`src/hdl/assert_macros.svh`:
```
// Assertion macros shared by the RTL files. Every macro samples on the rising
// edge of i_clk and is disabled while i_rst_n is low.
`ifndef ASSERT_MACROS_SVH
`define ASSERT_MACROS_SVH
`ifndef NO_ASSERTIONS
`define ASSERT_ALWAYS(lbl, expr, msg) \
    lbl: assert property (@(posedge i_clk) disable iff (!i_rst_n) (expr)) else $error(msg);
`define ASSERT_NEXT(lbl, ante, cons, msg) \
    lbl: assert property (@(posedge i_clk) disable iff (!i_rst_n) (ante) |=> (cons)) \
        else $error(msg);
`else
`define ASSERT_ALWAYS(lbl, expr, msg)
`define ASSERT_NEXT(lbl, ante, cons, msg)
`endif
`endif

```
`src/hdl/upe_pkg.sv`:
```
// ----------------------------------------------------------------------------
// upe_pkg
// Shared types of the URI percent encoder: the command that the front end
// hands to the back end through the command queue.
// ----------------------------------------------------------------------------
`default_nettype none

package upe_pkg;

    typedef enum logic [1:0] {
        CMD_PASS,
        CMD_ERROR,
        CMD_UTF8
    } t_cmd_kind;

    typedef struct packed {
        t_cmd_kind       kind;
        logic            fin;
        logic [15:0]     pass_char;
        logic [1:0]      last_byte;
        logic [3:0][7:0] bytes;
    } t_cmd;

endpackage

`default_nettype wire

```
`src/hdl/upe_front.sv`:
```
// ----------------------------------------------------------------------------
// upe_front
// Front end: accepts code units, tracks surrogate pairing and the discard
// state, classifies each unit and issues one command per unit that has output.
// ----------------------------------------------------------------------------
`default_nettype none

module upe_front (
    input  wire logic          i_clk,
    input  wire logic          i_rst_n,
    input  wire logic          i_push,
    input  wire logic [15:0]   i_code_unit,
    input  wire logic          i_is_final,
    input  wire logic          i_cfg_valid,
    input  wire logic          i_cfg_data,
    input  wire logic          i_fifo_full,
    output logic               o_cmd_valid,
    output upe_pkg::t_cmd      o_cmd
);
    import upe_pkg::*;

    localparam logic [5:0] SURR_HIGH_TAG = 6'b110110;
    localparam logic [5:0] SURR_LOW_TAG  = 6'b110111;
    localparam logic [20:0] SUPP_BASE    = 21'h10000;

    logic       r_keep_reserved;
    logic [9:0] r_held_high;
    logic [9:0] n_held_high;
    logic       r_high_pending;
    logic       n_high_pending;
    logic       r_discarding;
    logic       n_discarding;

    logic       w_accept;
    logic       w_unreserved;
    logic       w_reserved;
    logic       w_is_low;
    logic       w_is_high;
    logic [20:0] w_pair_cp;

    function automatic t_cmd utf8_cmd(input logic [20:0] cp, input logic fin);
        t_cmd cmd;
        cmd = '0;
        cmd.kind = CMD_UTF8;
        cmd.fin  = fin;
        if (cp < 21'h80) begin
            cmd.last_byte = 2'd0;
            cmd.bytes[0]  = cp[7:0];
        end else if (cp < 21'h800) begin
            cmd.last_byte = 2'd1;
            cmd.bytes[0]  = {3'b110, cp[10:6]};
            cmd.bytes[1]  = {2'b10, cp[5:0]};
        end else if (cp < 21'h10000) begin
            cmd.last_byte = 2'd2;
            cmd.bytes[0]  = {4'b1110, cp[15:12]};
            cmd.bytes[1]  = {2'b10, cp[11:6]};
            cmd.bytes[2]  = {2'b10, cp[5:0]};
        end else begin
            cmd.last_byte = 2'd3;
            cmd.bytes[0]  = {5'b11110, cp[20:18]};
            cmd.bytes[1]  = {2'b10, cp[17:12]};
            cmd.bytes[2]  = {2'b10, cp[11:6]};
            cmd.bytes[3]  = {2'b10, cp[5:0]};
        end
        return cmd;
    endfunction

    assign w_accept  = i_push && !i_fifo_full;
    assign w_is_low  = (i_code_unit[15:10] == SURR_LOW_TAG);
    assign w_is_high = (i_code_unit[15:10] == SURR_HIGH_TAG);
    assign w_pair_cp = {1'b0, r_held_high, i_code_unit[9:0]} + SUPP_BASE;

    assign w_unreserved = i_code_unit inside {[16'h0041:16'h005A], [16'h0061:16'h007A],
                                              [16'h0030:16'h0039], 16'h002D, 16'h005F,
                                              16'h002E, 16'h0021, 16'h007E, 16'h002A,
                                              16'h0027, 16'h0028, 16'h0029};
    assign w_reserved   = i_code_unit inside {16'h003B, 16'h002F, 16'h003F, 16'h003A,
                                              16'h0040, 16'h0026, 16'h003D, 16'h002B,
                                              16'h0024, 16'h002C, 16'h0023};

    always_comb begin
        t_cmd err_cmd;
        t_cmd pass_cmd;
        err_cmd        = '0;
        err_cmd.kind   = CMD_ERROR;
        err_cmd.fin    = i_is_final;
        pass_cmd       = '0;
        pass_cmd.kind  = CMD_PASS;
        pass_cmd.fin   = i_is_final;
        pass_cmd.pass_char = i_code_unit;

        o_cmd_valid    = 1'b0;
        o_cmd          = pass_cmd;
        n_held_high    = r_held_high;
        n_high_pending = r_high_pending;
        n_discarding   = r_discarding;

        if (w_accept) begin
            if (r_discarding) begin
                if (i_is_final) begin
                    n_discarding = 1'b0;
                end
            end else if (r_high_pending) begin
                o_cmd_valid    = 1'b1;
                n_high_pending = 1'b0;
                n_held_high    = '0;
                if (!w_is_low) begin
                    o_cmd        = err_cmd;
                    n_discarding = !i_is_final;
                end else begin
                    o_cmd = utf8_cmd(w_pair_cp, i_is_final);
                end
            end else if (w_unreserved || (r_keep_reserved && w_reserved)) begin
                o_cmd_valid = 1'b1;
            end else if (w_is_low || (w_is_high && i_is_final)) begin
                o_cmd_valid  = 1'b1;
                o_cmd        = err_cmd;
                n_held_high  = '0;
                n_discarding = !i_is_final;
            end else if (w_is_high) begin
                n_held_high    = i_code_unit[9:0];
                n_high_pending = 1'b1;
            end else begin
                o_cmd_valid = 1'b1;
                o_cmd       = utf8_cmd({5'd0, i_code_unit}, i_is_final);
            end
        end
    end

    always_ff @(posedge i_clk) begin
        if (!i_rst_n) begin
            r_keep_reserved <= 1'b0;
            r_held_high     <= '0;
            r_high_pending  <= 1'b0;
            r_discarding    <= 1'b0;
        end else begin
            if (i_cfg_valid) begin
                r_keep_reserved <= i_cfg_data;
            end
            r_held_high    <= n_held_high;
            r_high_pending <= n_high_pending;
            r_discarding   <= n_discarding;
        end
    end

endmodule

`default_nettype wire

```
`src/hdl/upe_cmd_fifo.sv`:
```
// ----------------------------------------------------------------------------
// upe_cmd_fifo
// Short command queue between the front end and the back end.
// ----------------------------------------------------------------------------
`default_nettype none
`include "assert_macros.svh"

module upe_cmd_fifo #(
    parameter int DEPTH = 2
) (
    input  wire logic          i_clk,
    input  wire logic          i_rst_n,
    input  wire logic          i_push,
    input  wire upe_pkg::t_cmd i_cmd,
    output logic               o_full,
    input  wire logic          i_pop,
    output upe_pkg::t_cmd      o_head,
    output logic               o_empty
);
    import upe_pkg::*;

    localparam int AW = (DEPTH > 1) ? $clog2(DEPTH) : 1;
    localparam int CW = $clog2(DEPTH + 1);

    t_cmd          r_mem [DEPTH];
    logic [AW-1:0] r_wr_ptr;
    logic [AW-1:0] r_rd_ptr;
    logic [CW-1:0] r_count;

    assign o_full  = (r_count == CW'(DEPTH));
    assign o_empty = (r_count == '0);
    assign o_head  = r_mem[r_rd_ptr];

    always_ff @(posedge i_clk) begin
        if (i_push) begin
            r_mem[r_wr_ptr] <= i_cmd;
        end
    end

    always_ff @(posedge i_clk) begin
        if (!i_rst_n) begin
            r_wr_ptr <= '0;
            r_rd_ptr <= '0;
            r_count  <= '0;
        end else begin
            if (i_push) begin
                r_wr_ptr <= (r_wr_ptr == AW'(DEPTH - 1)) ? '0 : r_wr_ptr + AW'(1);
            end
            if (i_pop) begin
                r_rd_ptr <= (r_rd_ptr == AW'(DEPTH - 1)) ? '0 : r_rd_ptr + AW'(1);
            end
            case ({i_push, i_pop})
                2'b10:   r_count <= r_count + CW'(1);
                2'b01:   r_count <= r_count - CW'(1);
                default: r_count <= r_count;
            endcase
        end
    end

    `ASSERT_ALWAYS(a_no_overflow, !(i_push && o_full), "command pushed into a full queue")
    `ASSERT_ALWAYS(a_no_underflow, !(i_pop && o_empty), "command popped from an empty queue")

endmodule

`default_nettype wire

```
`src/hdl/upe_back.sv`:
```
// ----------------------------------------------------------------------------
// upe_back
// Back end: steps the head command one result per cycle into the output
// register when free or popped (passed char, error marker, percent triplets).
// ----------------------------------------------------------------------------
`default_nettype none
`include "assert_macros.svh"

module upe_back (
    input  wire logic          i_clk,
    input  wire logic          i_rst_n,
    input  wire upe_pkg::t_cmd i_head,
    input  wire logic          i_head_empty,
    output logic               o_head_pop,
    input  wire logic          i_pop,
    output logic               o_empty,
    output logic [15:0]        o_out_char,
    output logic               o_run_last,
    output logic               o_string_end,
    output logic               o_encode_error
);
    import upe_pkg::*;

    localparam logic [15:0] CHAR_PERCENT = 16'h0025;

    logic        r_out_valid;
    logic [15:0] r_out_char;
    logic        r_run_last;
    logic        r_string_end;
    logic        r_encode_error;
    logic [1:0]  r_byte;
    logic [1:0]  r_pos;

    logic        w_load;
    logic [15:0] w_char;
    logic        w_last;
    logic        w_err;
    logic [7:0]  w_byte;

    function automatic logic [15:0] hex_char(input logic [3:0] nib);
        return (nib < 4'd10) ? (16'h0030 + {12'd0, nib}) : (16'h0037 + {12'd0, nib});
    endfunction

    assign w_load     = !i_head_empty && (!r_out_valid || i_pop);
    assign o_head_pop = w_load && w_last;
    assign w_byte     = i_head.bytes[r_byte];

    always_comb begin
        w_char = '0;
        w_last = 1'b1;
        w_err  = 1'b0;
        case (i_head.kind)
            CMD_PASS: begin
                w_char = i_head.pass_char;
            end
            CMD_ERROR: begin
                w_err = 1'b1;
            end
            CMD_UTF8: begin
                w_last = (r_byte == i_head.last_byte) && (r_pos == 2'd2);
                case (r_pos)
                    2'd0:    w_char = CHAR_PERCENT;
                    2'd1:    w_char = hex_char(w_byte[7:4]);
                    2'd2:    w_char = hex_char(w_byte[3:0]);
                    default: w_char = '0;
                endcase
            end
            default: begin
                w_err = 1'b1;
            end
        endcase
    end

    always_ff @(posedge i_clk) begin
        if (w_load) begin
            r_out_char     <= w_char;
            r_run_last     <= w_last;
            r_string_end   <= w_last && (i_head.fin || w_err);
            r_encode_error <= w_err;
        end
    end

    always_ff @(posedge i_clk) begin
        if (!i_rst_n) begin
            r_out_valid <= 1'b0;
            r_byte      <= '0;
            r_pos       <= '0;
        end else begin
            if (w_load) begin
                r_out_valid <= 1'b1;
                if (w_last) begin
                    r_byte <= '0;
                    r_pos  <= '0;
                end else if (r_pos == 2'd2) begin
                    r_byte <= r_byte + 2'd1;
                    r_pos  <= '0;
                end else begin
                    r_pos <= r_pos + 2'd1;
                end
            end else if (i_pop) begin
                r_out_valid <= 1'b0;
            end
        end
    end

    assign o_empty        = !r_out_valid;
    assign o_out_char     = r_out_char;
    assign o_run_last     = r_run_last;
    assign o_string_end   = r_string_end;
    assign o_encode_error = r_encode_error;

    `ASSERT_ALWAYS(a_pos_range, r_pos != 2'd3, "triplet position out of range")
    `ASSERT_ALWAYS(a_byte_bound, i_head_empty || (r_byte <= i_head.last_byte), "byte index past command")
    `ASSERT_NEXT(a_err_closes, w_load && (i_head.kind == CMD_ERROR), o_run_last && o_string_end && (o_out_char == 16'h0000), "error result malformed")

endmodule

`default_nettype wire

```
`src/hdl/uri_percent_encoder.sv`:
```
// Throughput: one result per cycle out of the back-end sequencer while its output register
// is free or popped; a unit yields 1, 3, 6 or 9 results, a surrogate pair 12, and the front
// end takes a unit every cycle while the command queue has room. Units that only hold a
// surrogate or are dropped yield no result.
// Reset: synchronous, active low; clears surrogate, discard and queue state, and sets
// keep_reserved to 0. No clearing pass; the block is ready right after reset.
// ----------------------------------------------------------------------------
// uri_percent_encoder
// Percent-encodes a stream of UTF-16 code units as URI text, with upper-case hex
// escapes of the UTF-8 bytes and flagged errors for malformed surrogates.
// ----------------------------------------------------------------------------
`default_nettype none

module uri_percent_encoder #(
    parameter int CMD_DEPTH = 2
) (
    input  wire logic        i_clk,
    input  wire logic        i_rst_n,
    input  wire logic        i_cfg_valid,
    output logic             o_cfg_ready,
    input  wire logic        i_cfg_data,
    input  wire logic        push,
    output logic             full,
    input  wire logic [15:0] i_code_unit,
    input  wire logic        i_is_final,
    output logic             empty,
    input  wire logic        pop,
    output logic [15:0]      o_out_char,
    output logic             o_run_last,
    output logic             o_string_end,
    output logic             o_encode_error
);
    import upe_pkg::*;

    logic w_cmd_valid;
    t_cmd w_cmd;
    logic w_fifo_full;
    t_cmd w_head;
    logic w_head_empty;
    logic w_head_pop;

    assign o_cfg_ready = 1'b1;
    assign full        = w_fifo_full;

    upe_front u_front (
        .i_clk       (i_clk),
        .i_rst_n     (i_rst_n),
        .i_push      (push),
        .i_code_unit (i_code_unit),
        .i_is_final  (i_is_final),
        .i_cfg_valid (i_cfg_valid),
        .i_cfg_data  (i_cfg_data),
        .i_fifo_full (w_fifo_full),
        .o_cmd_valid (w_cmd_valid),
        .o_cmd       (w_cmd)
    );

    upe_cmd_fifo #(
        .DEPTH (CMD_DEPTH)
    ) u_fifo (
        .i_clk   (i_clk),
        .i_rst_n (i_rst_n),
        .i_push  (w_cmd_valid),
        .i_cmd   (w_cmd),
        .o_full  (w_fifo_full),
        .i_pop   (w_head_pop),
        .o_head  (w_head),
        .o_empty (w_head_empty)
    );

    upe_back u_back (
        .i_clk          (i_clk),
        .i_rst_n        (i_rst_n),
        .i_head         (w_head),
        .i_head_empty   (w_head_empty),
        .o_head_pop     (w_head_pop),
        .i_pop          (pop),
        .o_empty        (empty),
        .o_out_char     (o_out_char),
        .o_run_last     (o_run_last),
        .o_string_end   (o_string_end),
        .o_encode_error (o_encode_error)
    );

endmodule

`default_nettype wire
```
`config.mk`:
```
export PLATFORM = sky130hd
export DESIGN_NAME = uri_percent_encoder
export DESIGN_NICKNAME = d
export VERILOG_FILES = /design/src/hdl/upe_pkg.sv /design/src/hdl/upe_front.sv /design/src/hdl/upe_cmd_fifo.sv /design/src/hdl/upe_back.sv /design/src/hdl/uri_percent_encoder.sv
export VERILOG_INCLUDE_DIRS = /design/src /design/src/hdl
export SDC_FILE = /design/constraint.sdc
export NUM_CORES = 1
export LEC_CHECK = 0
export BUFFER_PORTS_ARGS = -buffer_cell sky130_fd_sc_hd__buf_2
export CORE_UTILIZATION = 44
export CTS_CLUSTER_DIAMETER = 120
export CTS_CLUSTER_SIZE = 30
export DETAILED_ROUTE_END_ITERATION = 10
export PLACE_DENSITY = 0.65
export SKIP_LAST_GASP = 1
export SLEW_MARGIN = 30
export SYNTH_ARGS = -nofsm -noshare
export SYNTH_HDL_FRONTEND = slang
export SYNTH_SLANG_ARGS = --single-unit
export TNS_END_PERCENT = 100
```
`constraint.sdc`:
```
create_clock -name i_clk -period 4.25 [get_ports i_clk]
set_input_delay 0.425 -clock i_clk [delete_from_list [all_inputs] [get_ports i_clk]]
set_output_delay 0.425 -clock i_clk [all_outputs]
set_load 0.005 [all_outputs]
```
# Yosys cells after proc, flatten, opt, wreduce, memory -nomap -nowiden
# Memories as Yosys holds them, arrays and structs flattened. A register that Yosys moved wholly into a read port is not among the register bits.
# Cells that the tools add are included.
# classes
n_addsub	11
muxes	63
bitwise_logic	1
order_cmp	14
n_eq_ne	30
n_reduce_logical	31
# op_table
operator	n
53-bit 2-to-1 mux	7
16-bit by 6-bit equality test with 1-bit output (second input constant)	17
16-bit 2-to-1 mux	4
16-bit by 7-bit equality test with 1-bit output (second input constant)	3
24-bit 2-to-1 mux	2
16-bit one-hot mux with 3 select lines	1
10-bit 2-to-1 mux	4
8-bit 2-to-1 mux	5
16-bit by 7-bit >= comparator with 1-bit output (second input constant)	2
16-bit by 7-bit less-or-equal comparator with 1-bit output (second input constant)	2
16-bit one-hot mux with 2 select lines	1
6-bit by 4-bit adder with 7-bit output (first input constant)	4
1-bit 2-to-1 mux	27
22-bit 2-to-1 mux	1
20-bit by 17-bit adder with 21-bit output (second input constant)	1
21-bit by 12-bit less-than comparator with 1-bit output (second input constant)	1
21-bit by 17-bit less-than comparator with 1-bit output (second input constant)	1
21-bit by 8-bit less-than comparator with 1-bit output (second input constant)	1
8-bit binary-select mux with 2-bit select	1
16-bit by 6-bit >= comparator with 1-bit output (second input constant)	1
16-bit by 6-bit less-or-equal comparator with 1-bit output (second input constant)	1
16-bit by 12-bit less-than comparator with 1-bit output (second input constant)	1
16-bit by 8-bit less-than comparator with 1-bit output (second input constant)	1
2-bit 2-to-1 mux	8
other kinds (24)	53
# totals
in_bits	23
n_memories	1
ff_bits	41
output_inout_bits	22
mem_bits_rw	106
wordCells	165
# mem_list
memory	depth	word_bits	read_ports	rd_ports_with_merged_regs	wr	line_no	rtl
u_fifo.r_mem	2	53	1	1	1	upe_cmd_fifo.sv:25	t_cmd r_mem [DEPTH];

# Logic depth before layout (Yosys ltp)
# logic_depth
word_depth	10
ltp_mapped	11

# By module
# A second synthesis with hierarchy kept.
# unflattened
hier_cells	615
hier_area_um2	7505.9
# modules_own_cells
mod	area_per_inst_um2	n_inst	cells_each
upe_cmd_fifo	4026.4	1	187
upe_front	2011.9	1	293
upe_back	1456.4	1	133
uri_percent_encoder	11.3	1	2

# Worst setup path before layout
# Ideal clock, no wire load.
# synth_path
kind	reg-to-reg
startpoint	reg u_fifo.r_count[0]
endpoint	mem u_fifo.r_mem[0][0] (netlist name), enable pin
path_stages_with_launch	7
arrival_ns	3.350
slack_ns	0.443
setup_time_ns	0.457
path_buffers	1
required_time_ns	3.793
period_less_slack_ns	3.807
path_cell_list	dfxtp_1 clkbuf_1 o21ai_0 or2_2 nor2_1 inv_1 nor2_1
# synth_between
elab_chain_cells	6
# synth_rtl
item	line_no	rtl
from (decl)	upe_cmd_fifo.sv:28	logic [CW-1:0] r_count;
from (signal assigned)	upe_cmd_fifo.sv:53	2'b10: r_count <= r_count + CW'(1);
from (signal assigned)	upe_cmd_fifo.sv:54	2'b01: r_count <= r_count - CW'(1);
from (signal assigned)	upe_cmd_fifo.sv:55	default: r_count <= r_count;
2-bit equality test	upe_cmd_fifo.sv:30	assign o_full = (r_count == CW'(DEPTH));
1-bit logical NOT	upe_front.sv:68	assign w_accept = i_push && !i_fifo_full;
1-bit logical AND	upe_front.sv:68	
1-bit 2-to-1 mux	upe_front.sv:98	if (w_accept) begin
1-bit 2-to-1 mux	upe_cmd_fifo.sv:35	if (i_push) begin
1-bit 2-to-1 mux (not written as such)	upe_cmd_fifo.sv:36	r_mem[r_wr_ptr] <= i_cmd;
to (decl)	upe_cmd_fifo.sv:25	
# Every way passes these cells.

==> out/metrics.yaml <==
cp_slowest_stage_delay_ns: 0.61
dr.pass1.iters: 6
drv_cap: 0
hold_buffers: 0
synthFlopType: "edfxtp_1"
finish.utilization_pct: 51.44
num-fill-cells: 1327
dpl_worst_slack_ns: 1.071
hold_end: "u_front.r_keep_reserved$_SDFFE_PN0P_"
rsz0062_at_grt: "no"
async_reset_ff_share_pct: 0
row_count: 45
endpoint_kind: "flop"
ir_drop_uv: 346.2
initial_core_util_pct: 45.13
core_um2: 15260
timing.critical_path.depth: 7
drt_iter0_drc: 428
syn-num-nets: 599
worstPathArrival_ns: 3.15
reg2reg_from: "u_front.r_held_high[6]$_SDFFE_PN0P_"
nNetsFinal: 632
critPathKind: "flop to flop"
syn_to_final_growth_pct: 13.99
worst_slew_pin_slew_ns: 0.9432
critPathLaunchType: "flop"
setup-tns-final_ns: 0
synth-edff-count: 117
dpl.cell_count: 797
worstPathCellList: "ha_1 > or2_1 > a2111o_1 > nor4b_4 > o21ai_0 > nand2_1 > a211oi_1"
clock_path_buffers: 2
final_cells: 830
fmax_mhz: 329.8
cp_num_buf_inv: 0
grt_antenna_before_repair: 0
ys_warn_count: 0
power_mw: 4.328
grt_overflow: 0
path_clk_slew_ns: 0.07
r2r_end: "u_fifo.r_mem[0][13]$_DFFE_PP_"
synthDistinctLibCells: 72
wirelength_um: 16030
clk_latency_ns: 0.42
wl_per_cell_um: 19.32
layout_min_cycle_time_ns: 3.032
worstRegToRegCells: 7
die_y_um: 127.1
comb_power_share_pct: 22.4
placed_cell_area_um2: 7272
ys_seq_area_share_pct: 57.71
finalMaxSlewViolations: 0
postSynthAreaPerCell_um2: 12.04
cp_max_fo: 17
internal_power_mw: 3.055
grt_usage_pct: 21.05
min_period_over_period_pct: 71.34
synth-seq-cells: 140
swShare_pct: 29.42
seqPwrFrac_pct: 44.8
place_hpwl_um: 11140
worst_slack_ns: 1.218
maxSlewHeadroom_pct: 36.46
port_buffers: 43
drc: 0
gp_congestion: 0.8807
finalSetupViolations: 0
die_area_um2: 16150
h-tree-depth: 4
cts_resized: 0
min_from: "i_cfg_data"
crit_family: "simple AND/OR/NAND/NOR gates"
final_cell_area_um2: 7849
leakage_nw: 2.840
cts_tree: "done"
crit_path_top_delay_cell: "nor4b_4"
io_pins: 45
grt_pass1_wl_um: 25200
vias_per_cell: 5.787
clock_sinks: 140
p_per_area_nw_per_um2: 551.4
synthCells: 572
p_clk_share_pct: 32.8
hold_viol_final: 0
cts_buffers: 17
via_count: 4803
cts-root-buf: "clkbuf_16"
power_switching_mw: 1.273
rrSetupSlack_ns: 1.22
required_ns: 4.37
synth_area_um2: 6885
cts_setup_buffers: 0
die-width_um: 127.1
status: "completed"
hold_path_class: "primary input to flop"
drive_above_1_share_pct: 18.93
hold_depth: 3
grt_pass1_vias: 4602
grt_max_degree: 38
drtAntennaViolNets: 0
holdWs_ns: 0.2672
clock_skew_ns: 0.01269
-- cells in the mapped netlist (5+ instances only) --
| cell type | instances | area share, % |
|---|---|---|
| xnor2_1 | 5 | 0.64 |
| dfxtp_1 | 23 | 6.7 |
| o22ai_1 | 7 | 0.64 |
| and2_1 | 28 | 2.5 |
| a211oi_1 | 8 | 0.87 |
| a21oi_1 | 32 | 2.3 |
| clkbuf_1 | 28 | 1.5 |
| nor3_1 | 7 | 0.51 |
| edfxtp_1 | 117 | 51 |
| inv_1 | 15 | 0.82 |
| o21ai_0 | 19 | 1.4 |
| nor2_1 | 55 | 3.0 |
| nor4_1 | 5 | 0.45 |
| a22oi_1 | 8 | 0.87 |
| nand2b_1 | 8 | 0.73 |
| mux2i_1 | 36 | 5.2 |
| mux2_2 | 6 | 0.98 |
| a21o_1 | 6 | 0.65 |
| nor2b_1 | 10 | 0.91 |
| mux4_2 | 14 | 4.6 |
| nand2_1 | 35 | 1.9 |
| nand3_1 | 7 | 0.51 |
| a22o_1 | 10 | 1.3 |
-- worst reg2reg max path: stages (launching register included) --
cell	delay [ns]
dfxtp_1	0.35
ha_1	0.26
or2_1	0.26
a2111o_1	0.60
nor4b_4	0.62
o21ai_0	0.20
nand2_1	0.30
a211oi_1	0.16
-- how the worst max path moves through the flow --
stage / startpoint / to
CTS: flop / u_back.o_out_char[6]$_DFFE_PP_
global placement: i_code_unit[13] / u_fifo.r_mem[0][37]$_DFFE_PP_
finish: u_front.r_held_high[6]$_SDFFE_PN0P_ / u_fifo.r_mem[0][13]$_DFFE_PP_
detailed placement: i_code_unit[13] / u_fifo.r_mem[0][37]$_DFFE_PP_
global route: u_back.r_byte[1]$_SDFFE_PN0P_ / u_fifo.r_count[1]$_SDFFE_PN0P_
floorplan: u_fifo.r_count[0]$_SDFFE_PN0P_ / u_fifo.r_mem[0][0]$_DFFE_PP_
-- state kept, by name, summed over array words and instances (netlist names), named ones only --
name                     flops
u_back.r_byte                2
u_back.o_encode_error        1
u_front.r_discarding         1
u_fifo.r_wr_ptr              1
u_fifo.r_mem                98
u_fifo.r_count               2
u_front.r_high_pending       1
u_back.o_run_last            1
u_front.r_held_high         10
u_back.o_string_end          1
u_back.r_out_valid           1
u_back.o_out_char           16
u_front.r_keep_reserved      1
u_fifo.r_rd_ptr              1
u_back.r_pos                 2
-- cell type report --
class	count	area (um2)	share of cell area, %
tap	211	264.0	3.364
multi-input combinational	377	2686	34.23
sequential	140	3975	50.65
clock buffer	19	442.9	5.643
antenna	1	2.502	0.03188
clock inverter	13	131.4	1.674
timing repair buffer	52	282.8	3.603
inverter	17	63.81	0.8130
-- power by group through the flow --
stage                     clock network, mW  registers (mW)  logic (mW)
after floorplan                           0            1.94       0.656
after global placement                    0            1.96       0.950
after detailed placement                  0            1.97       0.975
after CTS                              1.44            1.94       0.978
after global routing                   1.50            1.96        1.07
final                                  1.42            1.94       0.969
-- layer usage --
layer	track usage [%]	share of wire, %	vias up	wire length, um
met5	0	0	-	0
met4	9.454	1.9	0	306
met3	4.439	6.0	20	956
met2	33.03	47	178	7561
met1	28.25	45	2386	7211
li1	-	-	2219	-
-- cells in the final DEF, fill, tap and decap left out, drive strengths merged, types with 6 or more instances in the layout --
| cell type | synthesis | layout |
|---|---|---|
| and2 | 30 | 30 |
| nand2 | 35 | 35 |
| dfxtp | 23 | 23 |
| clkinv | 1 | 7 |
| o21ai | 20 | 20 |
| mux2i | 36 | 36 |
| mux2 | 6 | 6 |
| clkbuf | 28 | 19 |
| inv | 16 | 22 |
| a22oi | 9 | 9 |
| a21oi | 33 | 33 |
| nor2b | 10 | 10 |
| buf | 10 | 52 |
| nand2b | 8 | 8 |
| o22ai | 7 | 7 |
| a21o | 6 | 6 |
| a22o | 10 | 10 |
| nand3 | 7 | 7 |
| nor3 | 7 | 7 |
| mux4 | 14 | 14 |
| nor2 | 55 | 55 |
| edfxtp | 117 | 117 |
| a211oi | 9 | 9 |
-- kinds of logic (layout without fill, tap and decap cells) --
| family | Yosys count | count (layout) | synth area share (%) |
|---|---|---|---|
| compound gates | 126 | 126 | 12.48 |
| mux | 56 | 56 | 10.79 |
| flops | 140 | 140 | 57.71 |
| fa+ha+maj | 4 | 4 | 0.7269 |
| other cells | 1 | 2 | 0.05446 |
| xor+xnor | 9 | 9 | 1.145 |
| buf+inv | 55 | 101 | 3.398 |
| simple gates | 181 | 181 | 13.68 |
No activity file was read; power rests on OpenSTA's default activity.
